<file path="config.mk">
export PLATFORM = sky130hd
export DESIGN_NAME = sound_sample_dma_engine_unit
export DESIGN_NICKNAME = d
export VERILOG_FILES = /design/src/rtl/ssde_pkg.sv /design/src/rtl/sound_sample_dma_engine_unit.sv /design/src/rtl/ssde_core.sv
export SDC_FILE = /design/constraint.sdc
export NUM_CORES = 1
export LEC_CHECK = 0
export BUFFER_PORTS_ARGS = -buffer_cell sky130_fd_sc_hd__buf_2
export CAP_MARGIN = 20
export CORE_UTILIZATION = 55
export CTS_CLUSTER_DIAMETER = 200
export DETAILED_ROUTE_END_ITERATION = 10
export GPL_ROUTABILITY_DRIVEN = 1
export PLACE_DENSITY = 0.76
export SYNTH_ARGS = -nofsm -noshare
export SYNTH_HDL_FRONTEND = slang
export SYNTH_SLANG_ARGS = --single-unit
</file>
<file path="constraint.sdc">
create_clock -name clk_i -period 2.85 [get_ports clk_i]
set_input_delay 0.4275 -clock clk_i [delete_from_list [all_inputs] [get_ports clk_i]]
set_output_delay 0.4275 -clock clk_i [all_outputs]
set_load 0.1 [all_outputs]
</file>
<file path="src/rtl/ssde_pkg.sv">
// Package for the sound sample DMA engine: item and result types,
// port decode constants, function codes and the rate reload table.
// No dependencies.
`default_nettype none

package ssde_pkg;

  // function codes of one input item
  localparam logic [1:0] FUNC_WRITE = 2'd0;
  localparam logic [1:0] FUNC_READ  = 2'd1;
  localparam logic [1:0] FUNC_TICK  = 2'd2;

  // I/O port numbers
  localparam logic [7:0] PORT_SRC_LO  = 8'h4A;
  localparam logic [7:0] PORT_SRC_MID = 8'h4B;
  localparam logic [7:0] PORT_SRC_HI  = 8'h4C;
  localparam logic [7:0] PORT_LEN_LO  = 8'h4E;
  localparam logic [7:0] PORT_LEN_MID = 8'h4F;
  localparam logic [7:0] PORT_LEN_HI  = 8'h50;
  localparam logic [7:0] PORT_CTRL    = 8'h52;

  // control register bit positions
  localparam int unsigned CTL_ENABLE_BIT = 7;
  localparam int unsigned CTL_DOWN_BIT   = 6;
  localparam int unsigned CTL_ZERO_BIT   = 5;
  localparam int unsigned CTL_PORT_BIT   = 4;
  localparam int unsigned CTL_LOOP_BIT   = 3;

  localparam int unsigned LEN_BITS   = 20;
  localparam int unsigned FETCH_BITS = 20;

  typedef struct packed {
    logic [1:0] func;
    logic [7:0] port_number;
    logic [7:0] write_data;
  } item_t;

  typedef struct packed {
    logic [7:0]            read_data;
    logic                  fetch_valid;
    logic [FETCH_BITS-1:0] fetch_address;
    logic                  target_port;
  } result_t;

  // wait counter value loaded after a fetch
  function automatic logic [2:0] rate_reload(logic [1:0] rate);
    logic [2:0] r;
    case (rate)
      2'd0:    r = 3'd5;
      2'd1:    r = 3'd3;
      2'd2:    r = 3'd1;
      default: r = 3'd0;
    endcase
    return r;
  endfunction

  // replace byte idx of a 32-bit word
  function automatic logic [31:0] set_byte(logic [31:0] w, logic [1:0] idx, logic [7:0] v);
    logic [31:0] r;
    r = w;
    case (idx)
      2'd0:    r[7:0]   = v;
      2'd1:    r[15:8]  = v;
      2'd2:    r[23:16] = v;
      default: r[31:24] = v;
    endcase
    return r;
  endfunction

endpackage

`default_nettype wire

</file>
<file path="src/rtl/sound_sample_dma_engine_unit.sv">
// Sound sample DMA engine, top level: input register, state update and
// result register; a transfer passes the input then the result register.
// Throughput: one item per cycle while out_ready_i does not stall; the single
// state update stage sets it, and the result register lets a new item
// enter while a result waits. Reset (async, active low) clears all engine
// registers and both stages. Depends on ssde_pkg and ssde_core.
`default_nettype none

module sound_sample_dma_engine_unit import ssde_pkg::*; #(
  parameter int unsigned ADDRESS_BITS = 20
) (
  input  wire logic                  clk_i,
  input  wire logic                  rst_ni,
  input  wire logic                  in_valid_i,
  output      logic                  in_ready_o,
  input  wire logic [1:0]            func_i,
  input  wire logic [7:0]            port_number_i,
  input  wire logic [7:0]            write_data_i,
  output      logic                  out_valid_o,
  input  wire logic                  out_ready_i,
  output      logic [7:0]            read_data_o,
  output      logic                  fetch_valid_o,
  output      logic [FETCH_BITS-1:0] fetch_address_o,
  output      logic                  target_port_o
);

  logic    s1_valid_q, s1_valid_d;
  item_t   s1_item_q;
  logic    out_valid_q, out_valid_d;
  result_t out_res_q, core_res;
  logic    out_free, advance, in_xfer;

  assign out_free   = !out_valid_q || out_ready_i;
  assign advance    = s1_valid_q && out_free;
  assign in_ready_o = !s1_valid_q || out_free;
  assign in_xfer    = in_valid_i && in_ready_o;

  assign s1_valid_d  = in_xfer ? 1'b1 : (advance ? 1'b0 : s1_valid_q);
  assign out_valid_d = advance ? 1'b1 : (out_ready_i ? 1'b0 : out_valid_q);

  ssde_core #(
    .ADDRESS_BITS(ADDRESS_BITS)
  ) u_core (
    .clk_i  (clk_i),
    .rst_ni (rst_ni),
    .step_i (advance),
    .item_i (s1_item_q),
    .res_o  (core_res)
  );

  always_ff @(posedge clk_i or negedge rst_ni) begin
    if (!rst_ni) begin
      s1_valid_q  <= 1'b0;
      out_valid_q <= 1'b0;
    end else begin
      s1_valid_q  <= s1_valid_d;
      out_valid_q <= out_valid_d;
    end
  end

  always_ff @(posedge clk_i) begin
    if (in_xfer) begin
      s1_item_q.func        <= func_i;
      s1_item_q.port_number <= port_number_i;
      s1_item_q.write_data  <= write_data_i;
    end
    if (advance) begin
      out_res_q <= core_res;
    end
  end

  assign out_valid_o     = out_valid_q;
  assign read_data_o     = out_res_q.read_data;
  assign fetch_valid_o   = out_res_q.fetch_valid;
  assign fetch_address_o = out_res_q.fetch_address;
  assign target_port_o   = out_res_q.target_port;

  a_fetch_no_read: assert property (@(posedge clk_i) disable iff (!rst_ni)
    out_valid_o && fetch_valid_o |-> read_data_o == '0)
    else $error("fetch result carries read data");

  a_advance_fills: assert property (@(posedge clk_i) disable iff (!rst_ni)
    advance |=> out_valid_q)
    else $error("advanced item lost before result register");

  a_in_fills: assert property (@(posedge clk_i) disable iff (!rst_ni)
    in_xfer |=> s1_valid_q)
    else $error("accepted transfer lost in input register");

endmodule

`default_nettype wire

</file>
<file path="src/rtl/ssde_core.sv">
// Register file and tick logic of the sound sample DMA engine.
// Holds source/length registers, shadows, control and wait counter.
// Depends on ssde_pkg.
`default_nettype none

module ssde_core import ssde_pkg::*; #(
  parameter int unsigned ADDRESS_BITS = 20
) (
  input  wire logic    clk_i,
  input  wire logic    rst_ni,
  input  wire logic    step_i,
  input  wire item_t   item_i,
  output      result_t res_o
);

  logic [ADDRESS_BITS-1:0] src_q, src_d, src_shadow_q, src_shadow_d;
  logic [LEN_BITS-1:0]     len_q, len_d, len_shadow_q, len_shadow_d;
  logic [7:0]              ctl_q, ctl_d;
  logic [2:0]              wait_q, wait_d;

  logic [31:0]             src_ext, src_wr;
  logic [31:0]             len_wr;
  logic [7:0]              src_off, len_off;
  logic [ADDRESS_BITS-1:0] src_step;
  logic [LEN_BITS-1:0]     len_dec;
  logic                    tick_en;

  assign src_ext  = 32'(src_q);
  assign src_off  = item_i.port_number - PORT_SRC_LO;
  assign len_off  = item_i.port_number - PORT_LEN_LO;
  assign src_wr   = set_byte(src_ext, src_off[1:0], item_i.write_data);
  assign len_wr   = set_byte(32'(len_q), len_off[1:0], item_i.write_data);
  assign src_step = ctl_q[CTL_DOWN_BIT] ? src_q - ADDRESS_BITS'(1) : src_q + ADDRESS_BITS'(1);
  assign len_dec  = len_q - LEN_BITS'(1);
  assign tick_en  = (item_i.func == FUNC_TICK) && ctl_q[CTL_ENABLE_BIT];

  always_comb begin
    src_d        = src_q;
    src_shadow_d = src_shadow_q;
    len_d        = len_q;
    len_shadow_d = len_shadow_q;
    ctl_d        = ctl_q;
    wait_d       = wait_q;
    res_o        = '0;

    if (item_i.func == FUNC_WRITE) begin
      unique case (item_i.port_number) inside
        PORT_SRC_LO, PORT_SRC_MID, PORT_SRC_HI: begin
          src_d        = src_wr[ADDRESS_BITS-1:0];
          src_shadow_d = src_wr[ADDRESS_BITS-1:0];
        end
        PORT_LEN_LO, PORT_LEN_MID, PORT_LEN_HI: begin
          len_d        = len_wr[LEN_BITS-1:0];
          len_shadow_d = len_wr[LEN_BITS-1:0];
        end
        PORT_CTRL: begin
          ctl_d               = item_i.write_data;
          ctl_d[CTL_ZERO_BIT] = 1'b0;
        end
        default: ;
      endcase
    end else if (item_i.func == FUNC_READ) begin
      unique case (item_i.port_number)
        PORT_SRC_LO:  res_o.read_data = src_ext[7:0];
        PORT_SRC_MID: res_o.read_data = src_ext[15:8];
        PORT_SRC_HI:  res_o.read_data = src_ext[23:16];
        PORT_LEN_LO:  res_o.read_data = len_q[7:0];
        PORT_LEN_MID: res_o.read_data = len_q[15:8];
        PORT_LEN_HI:  res_o.read_data = {4'b0000, len_q[19:16]};
        PORT_CTRL:    res_o.read_data = ctl_q;
        default:      res_o.read_data = '0;
      endcase
    end else if (tick_en) begin
      if (wait_q == 3'd0) begin
        res_o.fetch_valid   = 1'b1;
        res_o.fetch_address = src_ext[FETCH_BITS-1:0];
        res_o.target_port   = ctl_q[CTL_PORT_BIT];
        src_d = src_step;
        len_d = len_dec;
        if (len_dec == '0) begin
          if (ctl_q[CTL_LOOP_BIT]) begin
            len_d = len_shadow_q;
            src_d = src_shadow_q;
          end else begin
            ctl_d[CTL_ENABLE_BIT] = 1'b0;
          end
        end
        wait_d = rate_reload(ctl_q[1:0]);
      end else begin
        wait_d = wait_q - 3'd1;
      end
    end
  end

  always_ff @(posedge clk_i or negedge rst_ni) begin
    if (!rst_ni) begin
      src_q        <= '0;
      src_shadow_q <= '0;
      len_q        <= '0;
      len_shadow_q <= '0;
      ctl_q        <= '0;
      wait_q       <= '0;
    end else if (step_i) begin
      src_q        <= src_d;
      src_shadow_q <= src_shadow_d;
      len_q        <= len_d;
      len_shadow_q <= len_shadow_d;
      ctl_q        <= ctl_d;
      wait_q       <= wait_d;
    end
  end

  a_ctl_zero_bit: assert property (@(posedge clk_i) disable iff (!rst_ni)
    !ctl_q[CTL_ZERO_BIT])
    else $error("control bit 5 set");

  a_wait_reload: assert property (@(posedge clk_i) disable iff (!rst_ni)
    step_i && res_o.fetch_valid |=> wait_q == rate_reload($past(ctl_q[1:0])))
    else $error("wait counter not reloaded after fetch");

  a_idle_tick: assert property (@(posedge clk_i) disable iff (!rst_ni)
    step_i && item_i.func == FUNC_TICK && !ctl_q[CTL_ENABLE_BIT]
      |=> $stable(src_q) && $stable(len_q) && $stable(wait_q))
    else $error("disabled tick changed state");

endmodule

`default_nettype wire
</file>
# Yosys cells after proc, flatten, opt, wreduce, memory -nomap -nowiden

Cells that the tools add are included.

Add/sub/neg operators: 6
Reduce and logical (&&, ||, !) cells: 30
Multiplexer cells: 36
Equality and inequality tests: 20
Bitwise gates (word level): 4

Operators with widths:

| operator              | number |
|---|---|
| $mux 20               | 15 |
| $eq 8x7->1 const B    | 7 |
| $pmux 8 s7            | 1 |
| $mux 8                | 5 |
| $sub 20x1->20 const B | 2 |
| $mux 22               | 1 |
| $add 20x1->20 const B | 1 |
| $logic_not 20->1      | 1 |
| $mux 1                | 10 |
| $reduce_and 5->1      | 2 |
| $reduce_bool 2->1     | 5 |
| $pmux 3 s3            | 1 |
| $reduce_and 3->1      | 3 |
| $reduce_or 3->1       | 3 |
| $eq 2x1->1 const B    | 4 |
| $eq 2x2->1 const B    | 4 |
| $logic_not 2->1       | 4 |
| $mux 4                | 2 |
| $ne 2x2->1 const B    | 4 |
| $reduce_and 7->1      | 1 |
| $not 1->1             | 4 |
| $reduce_and 4->1      | 1 |
| $reduce_or 4->1       | 1 |
| $sub 2x2->2 const B   | 2 |
| 8 further kinds       | 12 |

Flip-flop bits (word level): 140
Logic and storage cells: 112

# Longest topological paths before layout

Word-level depth: 8
Gate-level depth with buffers: 11
Depth with buffers taken out: 10

# Modules after synthesis

Synthesis repeated with hierarchy kept, for this count alone.

Cells, all modules: 838
Area, all modules: 7,932.6 sq um

By module, submodules not included:

| module                       | area each (sq um) | instances | cells an instance |
|---|---|---|---|
| ssde_core                    | 6,387.4           | 1         | 782 |
| sound_sample_dma_engine_unit | 1,545.2           | 1         | 56 |

# Least setup slack after synthesis

No wires, ideal clock.

Path type: register to register
Start: register out_valid_q, in the netlist out_valid_o
End: register u_core.ctl_q[0]
Path buffers: 0
Data arrival time: 2,876 ps
Slack: -150 ps
Stages on the path, launching flop included: 7
Cell sequence: dfrtp_1 > nand2b_1 > nand2_1 > inv_1 > nand2_1 > nor3_1 > mux2_2

Word-level cells in the longest chain between the ends: 4

Ends and longest elaborated chain:

| element                           | line                               | RTL |
|---|---|---|
| start, declared                   | sound_sample_dma_engine_unit.sv:29 | `logic out_valid_q, out_valid_d;` |
| start signal, assigned            | sound_sample_dma_engine_unit.sv:57 | `out_valid_q <= out_valid_d;` |
| $logic_not 1->1                   | sound_sample_dma_engine_unit.sv:33 | `assign out_free = !out_valid_q \|\| out_ready_i;` |
| $logic_or 1x1->1                  | sound_sample_dma_engine_unit.sv:33 |  |
| $logic_and 1x1->1                 | sound_sample_dma_engine_unit.sv:34 | `assign advance = s1_valid_q && out_free;` |
| via advance                       | sound_sample_dma_engine_unit.sv:31 | `logic out_free, advance, in_xfer;` |
| $reduce_and 3->1 (no source line) | --                                 |  |
| end signal, assigned              | ssde_core.sv:108                   | `ctl_q <= ctl_d;` |
| end, declared                     | ssde_core.sv:18                    | `logic [7:0] ctl_q, ctl_d;` |

The timed path passes the listed nets, and every way through them passes these cells.
A chain may end at the register's enable or synchronous reset.

# Final worst setup path

Start: register u_core.ctl_q[6]
End: register u_core.src_q[12]

Word-level cells in the longest chain between the ends: 7

Ends and longest elaborated chain:

| element              | line             | RTL |
|---|---|---|
| $mux 20 (*)          | ssde_core.sv:33  | `assign src_step = ctl_q[CTL_DOWN_BIT] ? src_q - ADDRESS_BITS'(1) : src_q + ADDRESS_BITS'(1);` |
| $mux 20              | ssde_core.sv:81  | `if (ctl_q[CTL_LOOP_BIT]) begin` |
| $mux 20 (*)          | ssde_core.sv:80  | `if (len_dec == '0) begin` |
| $mux 20 (*)          | ssde_core.sv:74  | `if (wait_q == 3'd0) begin` |
| $mux 20 (*)          | ssde_core.sv:73  | `end else if (tick_en) begin` |
| $mux 20 (*)          | ssde_core.sv:62  | `end else if (item_i.func == FUNC_READ) begin` |
| $mux 20 (*)          | ssde_core.sv:46  | `if (item_i.func == FUNC_WRITE) begin` |
| end signal, assigned | ssde_core.sv:104 | `src_q <= src_d;` |
| end, declared        | ssde_core.sv:16  | `logic [ADDRESS_BITS-1:0] src_q, src_d, src_shadow_q, src_shadow_d;` |

Every way passes the cells marked *; elsewhere a longest branch is shown, timed or not. The select of a mux whose other input is x is not followed.

==> results.yml <==
clocking:
  cts_buffer_depth: 2
  clock_latency_ns: 0.44
  clk_pin_slew_worst_paths_ns: 0.06
  postCtsHoldBufs: 0
  clkSinkCount: 140
  cts_max_level: 4
  cts_tree: "yes"
  numCtsBuffers: 17
  cts_root_buffer: "clkbuf_16"
pwr:
  finalPower_mw: 9.04
  vdd_ir_drop_max_mv: 0.480
  powerDensity_nw_per_um2: 972
  leakage_nw: 3.79
setup_path:
  cp-start-kind: "register"
  reg2regPathDepth: 10
  startpoint: "u_core.ctl_q[6]"
  cp_cell_sequence: "buf_4, ha_1, a21o_1, o32a_1, o41ai_1, o21ai_0, a21o_1, a21oi_1, mux2i_1, a21oi_1"
  worstPathMaxFanout: 13
  arrival_ns: 3.09
  worstSetupPathType: "register to register"
  required_ns: 3.16
  slowest_stage: "dfrtp_2"
  cpPeakStageDelay_ns: 0.47
  timing.rr.start: "u_core.ctl_q[6]"
  worstSetupEndpointType: "register"
job:
  drv_cap: 0
die:
  die_y_um: 121
  die_w_um: 121
  row_count: 43
  ios: 54
  start_util: 0.565
  core_um2: 13900
  die_area_um2: 14800
detailed_routing:
  viasPerCell: 6.69
  wirelength_met1_mm: 9.98
  dr_wl_met3_mm: 2.57
  wl_per_cell_um: 23.0
  drc: 0
  wl_met2_mm: 11.4
  dr.pass1.iters: 7
  ant_nets: 0
  drtIter0Drc: 1022
  vias: 7331
  maxUsedRoutingLayer: "met4"
  drt_wl_total_mm: 25.2
placed_design:
  port_buffers: 53
  hpwl_mm: 17.8
  post-place-ws_ns: -0.0103
  placed_cells: 1059
  gp_congestion: 0.965
cells_and_area:
  layout-drive-gt1-share: 0.187
  antennaDiodeCount: 0
  fin_cells: 1095
  fillerInstances: 1108
  fin_nets: 947
  multiInputGateArea_um2: 3890
  seqCellArea_um2: 3750
  syn2layout_area_growth_pct: 18.5
yosys:
  yosysSeqAreaShare: 0.477
  synth_nets: 871
  synthCells: 826
  ys.flop_type: "dfrtp_1"
  postSynth.asyncResetShare: 0.657
  yosys-top-cells-count: "133 x a21oi_1, 94 x nor2_1, 92 x dfrtp_1"
  ys_ff_latch: 140
  synth.most_common_cell: "a21oi_1"
  syn_avg_cell_area_um2: 9.50
  synth.distinct_cells: 69
  synth_area_leaders: "dfrtp_1 29%, edfxtp_1 18%, a21oi_1 8.5%, nor2_1 4.5%, ha_1 3.5%"
  ys_warn_count: 0
  yosysTopAreaCell: "dfrtp_1"
  synth-edff-count: 48
  netlist_area_um2: 7850
  netlist.area_leader.share: 0.293
sta:
  fin_ws_ns: 0.0739
  setup_tns_ns: 0
  rsz0062_at_grt: "false"
  max_slew_margin: 0.550
  setup_violations: 0
  hold_viol: 0
  period_share: 0.974
  clock.fmax_mhz: 360
  period_needed_ns: 2.78
  worst_pin_slew_ns: 0.675
  holdWs_ns: 0.0241
  fin_skew_ns: 0.00698
  maxSlewViolCount: 0
global_routing:
  grt_pass1_vias: 6907
  grt_overflow_total: 0
  grt_max_degree: 49
  grt_usage: 0.354
  antenna_found_initial: 0
  grt_pass1_wl_mm: 38.0
min_path:
  hold_class: "input pin to async pin"
run_status:
  outcome: "complete, no violations"
registers in the layout (all words and copies together), names as in the netlist:
name                 count
u_core.src_shadow_q     20
target_port_o            1
s1_valid_q               1
u_core.ctl_q             7
u_core.len_q            20
u_core.len_shadow_q     20
out_valid_o              1
fetch_valid_o            1
fetch_address_o         20
read_data_o              8
u_core.wait_q            3
u_core.src_q            20
s1_item_q               18
where the power goes:
group | leakage [nW] | switching [mW] | internal (mW)
combinational | 1.87 | 1.95 | 1.36
sequential | 1.59 | 0.743 | 2.53
clock | 0.324 | 0.863 | 1.60
layout by cell type (no fill, tap or decap), types with 14 or more instances in the layout:
| master | instances |
|---|---|
| edfxtp_1 | 48 |
| xor2_1 | 15 |
| ha_1 | 22 |
| buf_4 | 53 |
| o21ai_0 | 25 |
| a22oi_1 | 21 |
| o22ai_1 | 26 |
| nor2_1 | 92 |
| a31oi_1 | 18 |
| a21oi_1 | 133 |
| clkbuf_16 | 20 |
| nand2_1 | 45 |
| a211oi_1 | 14 |
| or3_1 | 14 |
| buf_2 | 52 |
| and3_1 | 30 |
| and2_1 | 17 |
| dfrtp_1 | 90 |
timing repair:
item,in CTS,in global routing
endpoints found under the setup margin,2,13
gates resized for setup,2,7
buffers inserted,0,3
pin swaps,0,2
cell type report:
class                      instances  area share
clock inverter                     8      0.0133
tap                              180      0.0242
multi-input combinational        623       0.418
timing repair buffer             109      0.0780
sequential                       140       0.403
inverter                          11     0.00484
clock buffer                      24      0.0587
logic make-up (layout without fill, tap and decap cells):
kind of cell / after synthesis / count (layout) / synth area share
buffers and inverters: 63 / 152 / 0.0336
AO/OA/AOI/OAI: 293 / 293 / 0.227
XOR/XNOR: 26 / 26 / 0.0290
flip-flops: 140 / 140 / 0.477
AND/OR/NAND/NOR: 272 / 272 / 0.184
adder cells (fa/ha/maj): 23 / 23 / 0.0376
multiplexers: 9 / 9 / 0.0123
final timing paths:
check | slack (ns) | to
worst max-delay path | 0.07 | u_core.src_q[12]
worst min-delay path | 0.02 | u_core.wait_q[1]
worst max register to register | 0.07 | u_core.src_q[12]
worst min register to register | 0.51 | out_valid_o
max in group asynchronous | 2.13 | u_core.len_q[16]
min in group clk_i | 0.17 | s1_item_q[7]
critical path, delay by kind of cell, from the launching register on:
| kind | cells | cell delay [ns] |
|---|---|---|
| muxes | 1 | 0.22 |
| AOI/OAI and AO/OA | 7 | 1.36 |
| DFF | 1 | 0.47 |
| buffers and inverters | 1 | 0.22 |
| adders and majority gates | 1 | 0.39 |
stage by stage:
| stage | area (um2) | utilization |
|---|---|---|
| 3_5_place_dp | 8560 | 0.616 |
| 2_1_floorplan | 7850 | - |
| 3_3_place_gp | 8560 | 0.616 |
| 6_report | 9300 | 0.670 |
| 5_1_grt | 9300 | 0.670 |
| 4_1_cts | 9240 | 0.665 |
metal layers:
metal,vias up,GRT usage
met4,0,0.201
met5,-,0
met3,86,0.0959
met2,495,0.517
met1,3503,0.474
li1,3247,-
(Power assumes the default switching activity.)
